`src/hdl/bvs_pkg.sv`:
```
// Shared types and constants for the bitplane video shifter.
// No dependencies; every other file imports this package.
`timescale 1ns / 1ps
`default_nettype none

package bvs_pkg;

  localparam int unsigned PixelsPerGroup = 16;
  localparam int unsigned CntW = $clog2(2 * PixelsPerGroup);
  localparam logic [15:0] ColorMask = 16'h0777;

  typedef enum logic [1:0] {
    MODE_LOW     = 2'd0,
    MODE_MEDIUM  = 2'd1,
    MODE_HIGH    = 2'd2,
    MODE_LOW_ALT = 2'd3
  } mode_e;

  typedef enum logic {
    CMD_PAL_WRITE = 1'b0,
    CMD_PIXELS    = 1'b1
  } cmd_e;

  typedef struct packed {
    logic        cmd;
    logic [3:0]  pal_index;
    logic [15:0] pal_value;
    logic [15:0] plane_zero;
    logic [15:0] plane_one;
    logic [15:0] plane_two;
    logic [15:0] plane_three;
  } in_t;

  typedef struct packed {
    logic [3:0] color_index;
    logic [7:0] red_level;
    logic [7:0] green_level;
    logic [7:0] blue_level;
    logic       last_pixel;
  } out_t;

  // One token per cycle from the serializer unless stalled: a pixel or a palette update.
  typedef struct packed {
    logic        is_write;
    logic [3:0]  idx;
    logic [11:0] value;
    logic        last;
  } tok_t;

  // Palette lookup result: raw 3-bit channels.
  typedef struct packed {
    logic [3:0] idx;
    logic [2:0] red;
    logic [2:0] green;
    logic [2:0] blue;
    logic       last;
  } look_t;

endpackage

`default_nettype wire

```
`src/hdl/bvs_serializer.sv`:
```
// Input stage: holds one item and turns it into one token per cycle unless stalled.
// Depends on bvs_pkg.
`timescale 1ns / 1ps
`default_nettype none

module bvs_serializer import bvs_pkg::*; (
  input  wire logic  clk_i,
  input  wire logic  rst_ni,
  input  wire mode_e mode_i,
  input  wire logic  in_valid_i,
  output logic       in_ready_o,
  input  wire in_t   in_data_i,
  output logic       tok_valid_o,
  input  wire logic  tok_ready_i,
  output tok_t       tok_o
);

  logic            valid_q;
  logic            cmd_q;
  mode_e           mode_q;
  logic [CntW-1:0] cnt_q;
  logic [3:0]      pidx_q;
  logic [11:0]     pval_q;
  logic [15:0]     p0_q, p1_q, p2_q, p3_q;

  logic doubled;
  logic tok_last;
  logic [3:0] pix_idx;

  assign doubled = (mode_q == MODE_LOW) || (mode_q == MODE_LOW_ALT);

  always_comb begin
    unique case (mode_q)
      MODE_HIGH:   pix_idx = {3'b000, p0_q[15]};
      MODE_MEDIUM: pix_idx = {2'b00, p1_q[15], p0_q[15]};
      default:     pix_idx = {p3_q[15], p2_q[15], p1_q[15], p0_q[15]};
    endcase
  end

  always_comb begin
    if (cmd_q == CMD_PAL_WRITE) begin
      tok_last = 1'b1;
    end else if (doubled) begin
      tok_last = (cnt_q == CntW'(2 * PixelsPerGroup - 1));
    end else begin
      tok_last = (cnt_q == CntW'(PixelsPerGroup - 1));
    end
  end

  assign in_ready_o  = !valid_q || (tok_ready_i && tok_last);
  assign tok_valid_o = valid_q;

  always_comb begin
    tok_o.is_write = (cmd_q == CMD_PAL_WRITE);
    tok_o.idx      = (cmd_q == CMD_PAL_WRITE) ? pidx_q : pix_idx;
    tok_o.value    = pval_q;
    tok_o.last     = (cmd_q == CMD_PIXELS) && tok_last;
  end

  always_ff @(posedge clk_i or negedge rst_ni) begin
    if (!rst_ni) begin
      valid_q <= 1'b0;
      cnt_q   <= '0;
    end else if (in_valid_i && in_ready_o) begin
      valid_q <= 1'b1;
      cnt_q   <= '0;
    end else if (valid_q && tok_ready_i) begin
      if (tok_last) begin
        valid_q <= 1'b0;
      end else begin
        cnt_q <= cnt_q + CntW'(1);
      end
    end
  end

  always_ff @(posedge clk_i) begin
    if (in_valid_i && in_ready_o) begin
      cmd_q  <= in_data_i.cmd;
      mode_q <= mode_i;
      pidx_q <= in_data_i.pal_index;
      pval_q <= 12'(in_data_i.pal_value & ColorMask);
      p0_q   <= in_data_i.plane_zero;
      p1_q   <= in_data_i.plane_one;
      p2_q   <= in_data_i.plane_two;
      p3_q   <= in_data_i.plane_three;
    end else if (valid_q && tok_ready_i && (!doubled || cnt_q[0])) begin
      // advance to the next pixel; doubled mode holds each for two tokens
      p0_q <= {p0_q[14:0], 1'b0};
      p1_q <= {p1_q[14:0], 1'b0};
      p2_q <= {p2_q[14:0], 1'b0};
      p3_q <= {p3_q[14:0], 1'b0};
    end
  end

endmodule

`default_nettype wire

```
`src/hdl/bvs_palette.sv`:
```
// Palette stage: applies palette updates in order and looks up pixel colors.
// Depends on bvs_pkg.
`timescale 1ns / 1ps
`default_nettype none

module bvs_palette import bvs_pkg::*; (
  input  wire logic  clk_i,
  input  wire logic  rst_ni,
  input  wire logic  tok_valid_i,
  output logic       tok_ready_o,
  input  wire tok_t  tok_i,
  output logic       look_valid_o,
  input  wire logic  look_ready_i,
  output look_t      look_o
);

  logic [11:0] pal_q [16];
  logic        valid_q;
  look_t       look_q;
  logic [11:0] entry;

  assign tok_ready_o  = !valid_q || look_ready_i;
  assign look_valid_o = valid_q;
  assign look_o       = look_q;
  assign entry        = pal_q[tok_i.idx];

  always_ff @(posedge clk_i or negedge rst_ni) begin
    if (!rst_ni) begin
      valid_q <= 1'b0;
      for (int i = 0; i < 16; i++) begin
        pal_q[i] <= '0;
      end
    end else if (tok_ready_o) begin
      // drop palette updates from the stream once stored
      valid_q <= tok_valid_i && !tok_i.is_write;
      if (tok_valid_i && tok_i.is_write) begin
        pal_q[tok_i.idx] <= tok_i.value;
      end
    end
  end

  always_ff @(posedge clk_i) begin
    if (tok_ready_o && tok_valid_i) begin
      look_q.idx   <= tok_i.idx;
      look_q.red   <= entry[10:8];
      look_q.green <= entry[6:4];
      look_q.blue  <= entry[2:0];
      look_q.last  <= tok_i.last;
    end
  end

endmodule

`default_nettype wire

```
`src/hdl/bvs_scale.sv`:
```
// Output stage: scales 3-bit channels by 36 into the output register.
// Depends on bvs_pkg.
`timescale 1ns / 1ps
`default_nettype none

module bvs_scale import bvs_pkg::*; (
  input  wire logic  clk_i,
  input  wire logic  rst_ni,
  input  wire logic  look_valid_i,
  output logic       look_ready_o,
  input  wire look_t look_i,
  output logic       out_valid_o,
  input  wire logic  out_ready_i,
  output out_t       out_data_o
);

  logic valid_q;
  out_t out_q;

  // x * 36 = x * 32 + x * 4
  function automatic logic [7:0] scale36(input logic [2:0] x);
    return {x, 5'b00000} + {3'b000, x, 2'b00};
  endfunction

  assign look_ready_o = !valid_q || out_ready_i;
  assign out_valid_o  = valid_q;
  assign out_data_o   = out_q;

  always_ff @(posedge clk_i or negedge rst_ni) begin
    if (!rst_ni) begin
      valid_q <= 1'b0;
    end else if (look_ready_o) begin
      valid_q <= look_valid_i;
    end
  end

  always_ff @(posedge clk_i) begin
    if (look_ready_o && look_valid_i) begin
      out_q.color_index <= look_i.idx;
      out_q.red_level   <= scale36(look_i.red);
      out_q.green_level <= scale36(look_i.green);
      out_q.blue_level  <= scale36(look_i.blue);
      out_q.last_pixel  <= look_i.last;
    end
  end

endmodule

`default_nettype wire

```
`src/hdl/bitplane_video_shifter.sv`:
```
// Top level of the bitplane video shifter: mode register and three stages.
// Depends on bvs_pkg, bvs_serializer, bvs_palette and bvs_scale.
//
// Usage:
//   Input channel (in_valid_i/in_ready_o/in_data_i) takes either a palette
//   write (cmd 0) or a group of four 16-bit plane words (cmd 1). Output
//   channel (out_valid_o/out_ready_i/out_data_o) gives one pixel per
//   transfer, leftmost first, with last_pixel on the final one of a group.
//   cfg_we_i/cfg_data_i write the screen mode; write it only while idle.
//   The input transfer loads the serializer; the first pixel of a group then
//   passes the palette lookup register and the scale/output register.
//   Throughput: the serializer emits one token per cycle unless stalled, so
//   a group gives 16 tokens in medium/high mode and 32 in low modes, and a
//   palette write gives one. The next item is taken in the cycle the last
//   token of the current one leaves the serializer, so groups stream
//   without gaps. Palette writes travel in order with the pixels and take
//   effect for all pixels of later groups only.
//   Reset clears the palette to zero, the mode to low, and all valid bits.
//   When the receiver stalls, each stage holds its data and back-pressure
//   reaches the input in the same cycle; nothing is lost or repeated.
`timescale 1ns / 1ps
`default_nettype none

module bitplane_video_shifter import bvs_pkg::*; (
  input  wire logic       clk_i,
  input  wire logic       rst_ni,
  input  wire logic       cfg_we_i,
  input  wire logic [1:0] cfg_data_i,
  input  wire logic       in_valid_i,
  output logic            in_ready_o,
  input  wire in_t        in_data_i,
  output logic            out_valid_o,
  input  wire logic       out_ready_i,
  output out_t            out_data_o
);

  mode_e screen_mode_q;
  logic  tok_valid, tok_ready;
  tok_t  tok;
  logic  look_valid, look_ready;
  look_t look;

  always_ff @(posedge clk_i or negedge rst_ni) begin
    if (!rst_ni) begin
      screen_mode_q <= MODE_LOW;
    end else if (cfg_we_i) begin
      screen_mode_q <= mode_e'(cfg_data_i);
    end
  end

  bvs_serializer u_ser (
    .clk_i       (clk_i),
    .rst_ni      (rst_ni),
    .mode_i      (screen_mode_q),
    .in_valid_i  (in_valid_i),
    .in_ready_o  (in_ready_o),
    .in_data_i   (in_data_i),
    .tok_valid_o (tok_valid),
    .tok_ready_i (tok_ready),
    .tok_o       (tok)
  );

  bvs_palette u_pal (
    .clk_i        (clk_i),
    .rst_ni       (rst_ni),
    .tok_valid_i  (tok_valid),
    .tok_ready_o  (tok_ready),
    .tok_i        (tok),
    .look_valid_o (look_valid),
    .look_ready_i (look_ready),
    .look_o       (look)
  );

  bvs_scale u_scl (
    .clk_i        (clk_i),
    .rst_ni       (rst_ni),
    .look_valid_i (look_valid),
    .look_ready_o (look_ready),
    .look_i       (look),
    .out_valid_o  (out_valid_o),
    .out_ready_i  (out_ready_i),
    .out_data_o   (out_data_o)
  );

endmodule

`default_nettype wire

```
`config.mk`:
```
export PLATFORM = sky130hd
export DESIGN_NAME = bitplane_video_shifter
export DESIGN_NICKNAME = d
export VERILOG_FILES = /design/src/hdl/bvs_pkg.sv /design/src/hdl/bvs_serializer.sv /design/src/hdl/bvs_palette.sv /design/src/hdl/bvs_scale.sv /design/src/hdl/bitplane_video_shifter.sv
export SDC_FILE = /design/constraint.sdc
export NUM_CORES = 1
export LEC_CHECK = 0
export BUFFER_PORTS_ARGS = -buffer_cell sky130_fd_sc_hd__buf_2
export CAP_MARGIN = 40
export CORE_ASPECT_RATIO = 1.75
export CORE_MARGIN = 2
export CORE_UTILIZATION = 50
export CTS_CLUSTER_SIZE = 10
export DETAILED_ROUTE_END_ITERATION = 6
export HOLD_SLACK_MARGIN = 0.1
export PLACE_DENSITY_LB_ADDON = 0.25
export SETUP_SLACK_MARGIN = 0.05
export SLEW_MARGIN = 20
export SYNTH_ARGS = -nofsm -noshare
export SYNTH_HDL_FRONTEND = slang
export SYNTH_SLANG_ARGS = --single-unit
```
`constraint.sdc`:
```
create_clock -name clk_i -period 3.9 [get_ports clk_i]
set_input_delay 0.78 -clock clk_i [delete_from_list [all_inputs] [get_ports clk_i]]
set_output_delay 0.78 -clock clk_i [all_outputs]
set_load 0.01 [all_outputs]
```
Word level (Yosys, flattened, before mapping)

Index checks and enable logic that the tools add are counted.

Add/sub/neg operators: 4
Reductions and logical operators: 25
Bitwise gates (word level): 2
$lt $le $gt $ge: 2
Muxes and demuxes: 24
Equality and inequality tests: 6

Operators with widths:

| kind                                                     | count |
|---|---|
| bitwise mux 192 bit                                      | 1 |
| 2-to-1 mux 16 bit                                        | 8 |
| binary-select mux 12 bit (select 4 bit)                  | 1 |
| demux 12 bit (select 4 bit)                              | 1 |
| adder 8 x 5 -> 8 bit                                     | 3 |
| 2-to-1 mux 11 bit                                        | 2 |
| 2-to-1 mux 5 bit                                         | 3 |
| 2-to-1 mux 12 bit                                        | 1 |
| logical AND 1 bit                                        | 9 |
| one-hot mux 4 bit (2 select lines)                       | 1 |
| AND reduction 2 bit                                      | 3 |
| nonzero test 2 bit                                       | 3 |
| adder 5 x 1 -> 5 bit, second input constant              | 1 |
| equality test 5 x 4 -> 1 bit, second input constant      | 1 |
| equality test 5 bit, second input constant               | 1 |
| greater-or-equal comparator 5 bit, second input constant | 1 |
| logical OR 1 bit                                         | 5 |
| < comparator 5 x 1 -> 1 bit, second input constant       | 1 |
| 2-to-1 mux 1 bit                                         | 5 |
| NOT 4 -> 5 bit                                           | 1 |
| equality test 2 bit, second input constant               | 2 |
| zero test 1 bit                                          | 4 |
| 2-to-1 mux 4 bit                                         | 1 |
| equality test 2 x 1 -> 1 bit, second input constant      | 1 |
| 3 further kinds                                          | 3 |

Bits of input ports: 92
Output and inout bits: 31
Logic and storage cells: 102
Register bits after elaboration: 325

Depth between registers and ports, before layout

Depth in word-level cells: 9
Mapped depth: 10
Mapped depth without buffers: 8

By module

Synthesis repeated with hierarchy kept, for this count alone.

Cell total of the unflattened synthesis: 668
Area, all modules: 11,592.4 um^2

By module, submodules not included:

| module                 | cells an instance | sequential area each (um^2) | instances | area each (um^2) |
|---|---|---|---|---|
| bvs_palette            | 422               | 4,048.9                     | 1         | 6,981.7 |
| bvs_serializer         | 208               | 2,552.4                     | 1         | 3,947.5 |
| bvs_scale              | 34                | 445.4                       | 1         | 590.6 |
| bitplane_video_shifter | 4                 | 50.0                        | 1         | 72.6 |

Least setup slack after synthesis

OpenSTA, ideal clock, no wires.

Path kind: reg-to-reg
Start: reg u_ser.mode_q[0]
End: reg u_ser.p0_q[0], enable pin
Clock period less this slack: 3,929 ps
Cell stages (with the launch flop): 9
Required time: 3,480 ps
Setup time: 420 ps
Setup slack: -29 ps
Path buffers: 1
Arrival: 3,508 ps
Cells stage by stage: edfxtp_1 > ha_1 > xnor2_1 > a21boi_0 > o21ai_2 > nand2_1 > buf_2 > inv_1 > a21o_1

Cells in the longest elaborated chain, start to end: 8
Elaborated cells on any way between the ends: 12
Classes of those cells: 1 x eq/ne; 2 x mux; 9 x reduce/logical

Ends and longest elaborated chain:

| element                                                       | line                         | RTL |
|---|---|---|
| from (decl)                                                   | bvs_serializer.sv:20         | `mode_e mode_q;` |
| from (signal assigned)                                        | bvs_serializer.sv:79         | `mode_q <= mode_i;` |
| equality test 2 bit / zero test 2 bit (equally long branches) | bvs_serializer.sv:30         | `assign doubled = (mode_q == MODE_LOW) \|\| (mode_q == MODE_LOW_ALT);` |
| logical OR 1 bit (*)                                          | bvs_serializer.sv:30         |  |
| 2-to-1 mux 1 bit (*)                                          | bvs_serializer.sv:43         | `end else if (doubled) begin` |
| 2-to-1 mux 1 bit (*)                                          | bvs_serializer.sv:41         | `if (cmd_q == CMD_PAL_WRITE) begin` |
| logical AND 1 bit (*)                                         | bvs_serializer.sv:50         | `assign in_ready_o = !valid_q \|\| (tok_ready_i && tok_last);` |
| logical OR 1 bit (*)                                          | bvs_serializer.sv:50         |  |
| net in_ready_o                                                | bitplane_video_shifter.sv:30 | `output logic in_ready_o,` |
| logical AND 1 bit (*)                                         | bvs_serializer.sv:77         | `if (in_valid_i && in_ready_o) begin` |
| nonzero test 2 bit (no line) (*)                              | -                            |  |
| to (signal assigned)                                          | bvs_serializer.sv:82         | `p0_q <= in_data_i.plane_zero;` |
| to (signal assigned)                                          | bvs_serializer.sv:88         | `p0_q <= {p0_q[14:0], 1'b0};` |
| to (decl)                                                     | bvs_serializer.sv:24         | `logic [15:0] p0_q, p1_q, p2_q, p3_q;` |

The timed path passes the listed nets; every way through them passes the cells marked *.
A chain may end at the register's enable or synchronous reset.

Final worst setup path

Start: reg u_ser.mode_q[0]
End: out in_ready_o

Cells in the longest elaborated chain, start to end: 6
Elaborated cells on any way between the ends: 7
Classes of those cells: 1 x eq/ne; 2 x mux; 4 x reduce/logical

Ends and longest elaborated chain:

| element                                                       | line |
|---|---|
| equality test 2 bit / zero test 2 bit (equally long branches) | bvs_serializer.sv:30 |
| logical OR 1 bit (*)                                          | bvs_serializer.sv:30 |
| 2-to-1 mux 1 bit (*)                                          | bvs_serializer.sv:43 |
| 2-to-1 mux 1 bit (*)                                          | bvs_serializer.sv:41 |
| logical AND 1 bit (*)                                         | bvs_serializer.sv:50 |
| logical OR 1 bit (*)                                          | bvs_serializer.sv:50 |
| to (decl)                                                     | bitplane_video_shifter.sv:30 |

Every way passes the cells marked *; elsewhere a longest branch is shown, timed or not.

==> results by group <==
Timing
  • Least-Margin Pin Slew: 0.823 ns
  • WHS: 0.104 ns
  • Fmax: 321 MHz
  • RSZ-0062 raised after global routing: no
  • Final hold vios: 0
  • Clk_skew: 0.0115 ns
  • Min Tclk post-route: 3.11 ns
  • Final setup viols: 0
  • Fin. max-slew vios: 0
  • Relative slew slack: 0.450
  • Fin crit share: 0.798
  • Setup Total Neg Slack: 0 ns

Synthesis
  • Ys Warns: 0
  • Gate Count Post-Synth: 658
  • #FFs+latches synth: 262
  • Post-synth cell types: 42
  • Ys async rst share: 0.588
  • Syn avg cell area: 17.1 µm²
  • EDFF count, synth: 108
  • Synth Flop Type: dfrtp_1
  • Seq/Total Area, Yosys: 0.631
  • Mapped Area: 11300 µm²

GRT
  • Met2 Usage GRT: 0.365
  • Largest net degree at the start of global routing: 103
  • Vias in the first global route: 6885
  • Initial antenna violation count: 0
  • GRT Overall Usage: 0.187
  • Aggregate global routing overflow: 0
  • First-pass GRT wire length: 35100 µm
  • GRT met1 Usage: 0.192
  • Global route hottest layer: met2
  • Met3 Usage GRT: 0.0337

Floorplan
  • Die Height: 202 µm
  • Initial Util: 0.510
  • Die width: 117 µm
  • Core area: 22100 µm²
  • Core Rows: 72
  • IO Count: 123
  • Die area: 23800 µm²

Critical path
  • Critical path class: flip-flop to output port
  • Worst reg2reg path endpoint: u_pal.look_o[3]
  • Critical path cell sequence: ha_1, xnor2_1, a21boi_0, o21ai_2, buf_2
  • Reg2Reg Depth: 6
  • Critical Path RT: 3.12 ns
  • Crit path DAT: 2.33 ns
  • CP delay by family, top: compound AO/OA/AOI/OAI gates
  • Worst setup SP type: flip-flop
  • Nature of the critical path endpoint: output port
  • Slowest cell on crit path: ha_1
  • R2R Path Start: u_ser.cmd_q
  • WP buf/inv: 1
  • Reg2reg setup slack: 0.90 ns
  • Worst-path maximum fanout: 7
  • Slowest stage delay, CP: 0.38 ns

Placement
  • Placer Congestion: 0.797
  • DP Area: 12000 µm²
  • Post-Place Cells: 1035
  • PortBufs: 109
  • DP HPWL: 15100 µm

Clocking
  • Clock-pin slew on the worst setup and hold paths: 0.06 ns
  • Clock sinks: 262
  • Longest Clk Path Bufs: 3
  • CTS root buffer: clkbuf_16
  • Worst skew pair latency: 0.55 ns
  • Hold Buf Count CTS: 0
  • Number of setup buffers added after CTS: 0
  • CTS H-tree lvls: 1
  • CTS tree: yes
  • Num CTS Buffers: 30
  • Post-CTS sizing: 0

Layout
  • Post-route cell area: 12900 µm²
  • Diodes inserted: 0
  • Most common cell after layout, fill and taps aside: mux2_2
  • Share of cells above drive strength 1: 0.523
  • Most frequent cells in the layout: 207 x mux2_2, 154 x dfrtp_1, 108 x buf_2, 108 x edfxtp_1, 36 x mux4_2
  • Final Non-Filler Cells: 1087
  • Total Nets Final: 866
  • Area Growth Syn to Fin: 14.8%

Flow run
  • MaxCap Viol Count: 0

Detailed routing
  • Antenna-violating nets left: 0
  • Vias per cell: 5.50
  • Pre-antenna DRT Iters: 4
  • DRC Markers: 0
  • Vias: 5979
  • DR WL/cell: 20.0 µm
  • Initial DRC Count: 204
  • Final wirelength: 21700 µm

Power and ir drop
  • Worst vdd rail ir drop: 0.408 mV
  • Total Power: 0.00841 W
  • Power per cell area: 651 nW/µm²
  • P_leak: 5.44 nW

Run status
  • Status: completed

Hold path
  • Hold Path Class: input port to asynchronous set/reset pin
-- through the flow --
| stage | util | setup slack (ns) |
|---|---|---|
| detailed placement | 0.546 | 0.873 |
| CTS | 0.584 | 0.694 |
| floorplan | - | 0.510 |
| global placement | 0.546 | 0.928 |
| global route | 0.586 | 0.617 |
| finish | 0.586 | 0.786 |
-- power breakdown --
part | switching, W | internal (W)
clock | 0.00103 | 0.00146
sequential | 0.000412 | 0.00385
combinational | 0.000650 | 0.00102
-- how the worst max path moves through the flow --
stage / startpoint / endpoint / slack [ns] / cells after the start
floorplan: u_ser.mode_q[0] / u_ser.p0_q[0] / 0.51 / 8
global placement: u_ser.cmd_q / u_pal.look_o[9] / 0.93 / 6
detailed placement: u_ser.cmd_q / u_pal.look_o[3] / 0.87 / 6
CTS: u_ser.mode_q[0] / in_ready_o / 0.69 / 5
global route: u_ser.mode_q[0] / in_ready_o / 0.62 / 5
finish: u_ser.mode_q[0] / in_ready_o / 0.79 / 5
-- Yosys cell counts, types with 2 or more instances --
cell,instances,area share
a22oi_1,18,0.012
and2_1,2,0.0011
and3_1,6,0.0033
buf_2,10,0.0044
buf_4,19,0.013
buf_6,2,0.0020
clkbuf_1,9,0.0030
dfrtp_1,154,0.34
edfxtp_1,108,0.29
ha_1,2,0.0022
inv_1,7,0.0023
mux2_2,207,0.21
mux4_2,36,0.072
nand2_1,19,0.0063
nand2_2,2,0.0011
nand2b_1,4,0.0022
nand3_1,3,0.0013
nand3_2,4,0.0036
nand4b_1,2,0.0016
nor2_1,9,0.0030
nor2_2,4,0.0022
nor3_4,4,0.0058
o211ai_1,2,0.0013
o21a_1,5,0.0033
o21ai_0,3,0.0013
-- registers in the layout, indices dropped and copies added (netlist names) --
register,cells
u_ser.p0_q,16
u_ser.tok_valid_o,1
u_scl.out_valid_o,1
u_ser.cnt_q,5
u_ser.p1_q,16
u_pal.look_valid_o,1
u_ser.p2_q,16
u_ser.pidx_q,4
u_pal.pal_q,144
screen_mode_q,2
u_ser.pval_q,9
u_ser.p3_q,16
u_scl.out_data_o,14
u_ser.mode_q,2
u_pal.look_o,14
u_ser.cmd_q,1
-- layer usage --
metal | routed length (µm) | vias up
met2 | 12300 | 172
met3 | 1040 | 49
met1 | 7660 | 3054
met4 | 683 | 0
met5 | 0 | -
li1 | - | 2704
-- kinds of logic (layout without fill, tap and decap cells) --
logic type | after synthesis | in the layout | share of synthesized area
adder cells (fa/ha/maj) | 2 | 2 | 0.00222
multiplexers | 244 | 244 | 0.281
XOR/XNOR | 2 | 2 | 0.00156
AO/OA/AOI/OAI | 34 | 34 | 0.0220
flip-flops | 262 | 262 | 0.631
other | 1 | 6 | 0.000333
AND/OR/NAND/NOR | 64 | 64 | 0.0366
buffers and inverters | 49 | 177 | 0.0256
-- area by class of cell --
type	count	area, µm²
Multi-Input combinational cell	352	3890
Inverter	9	38.8
Sequential cell	262	7100
Fill cell	1674	9150
Clock inverter	1	8.76
Timing Repair Buffer	117	669
Clock buffer	50	847
Tap cell	296	370
Note: power is estimated with default switching activity, not from simulation.
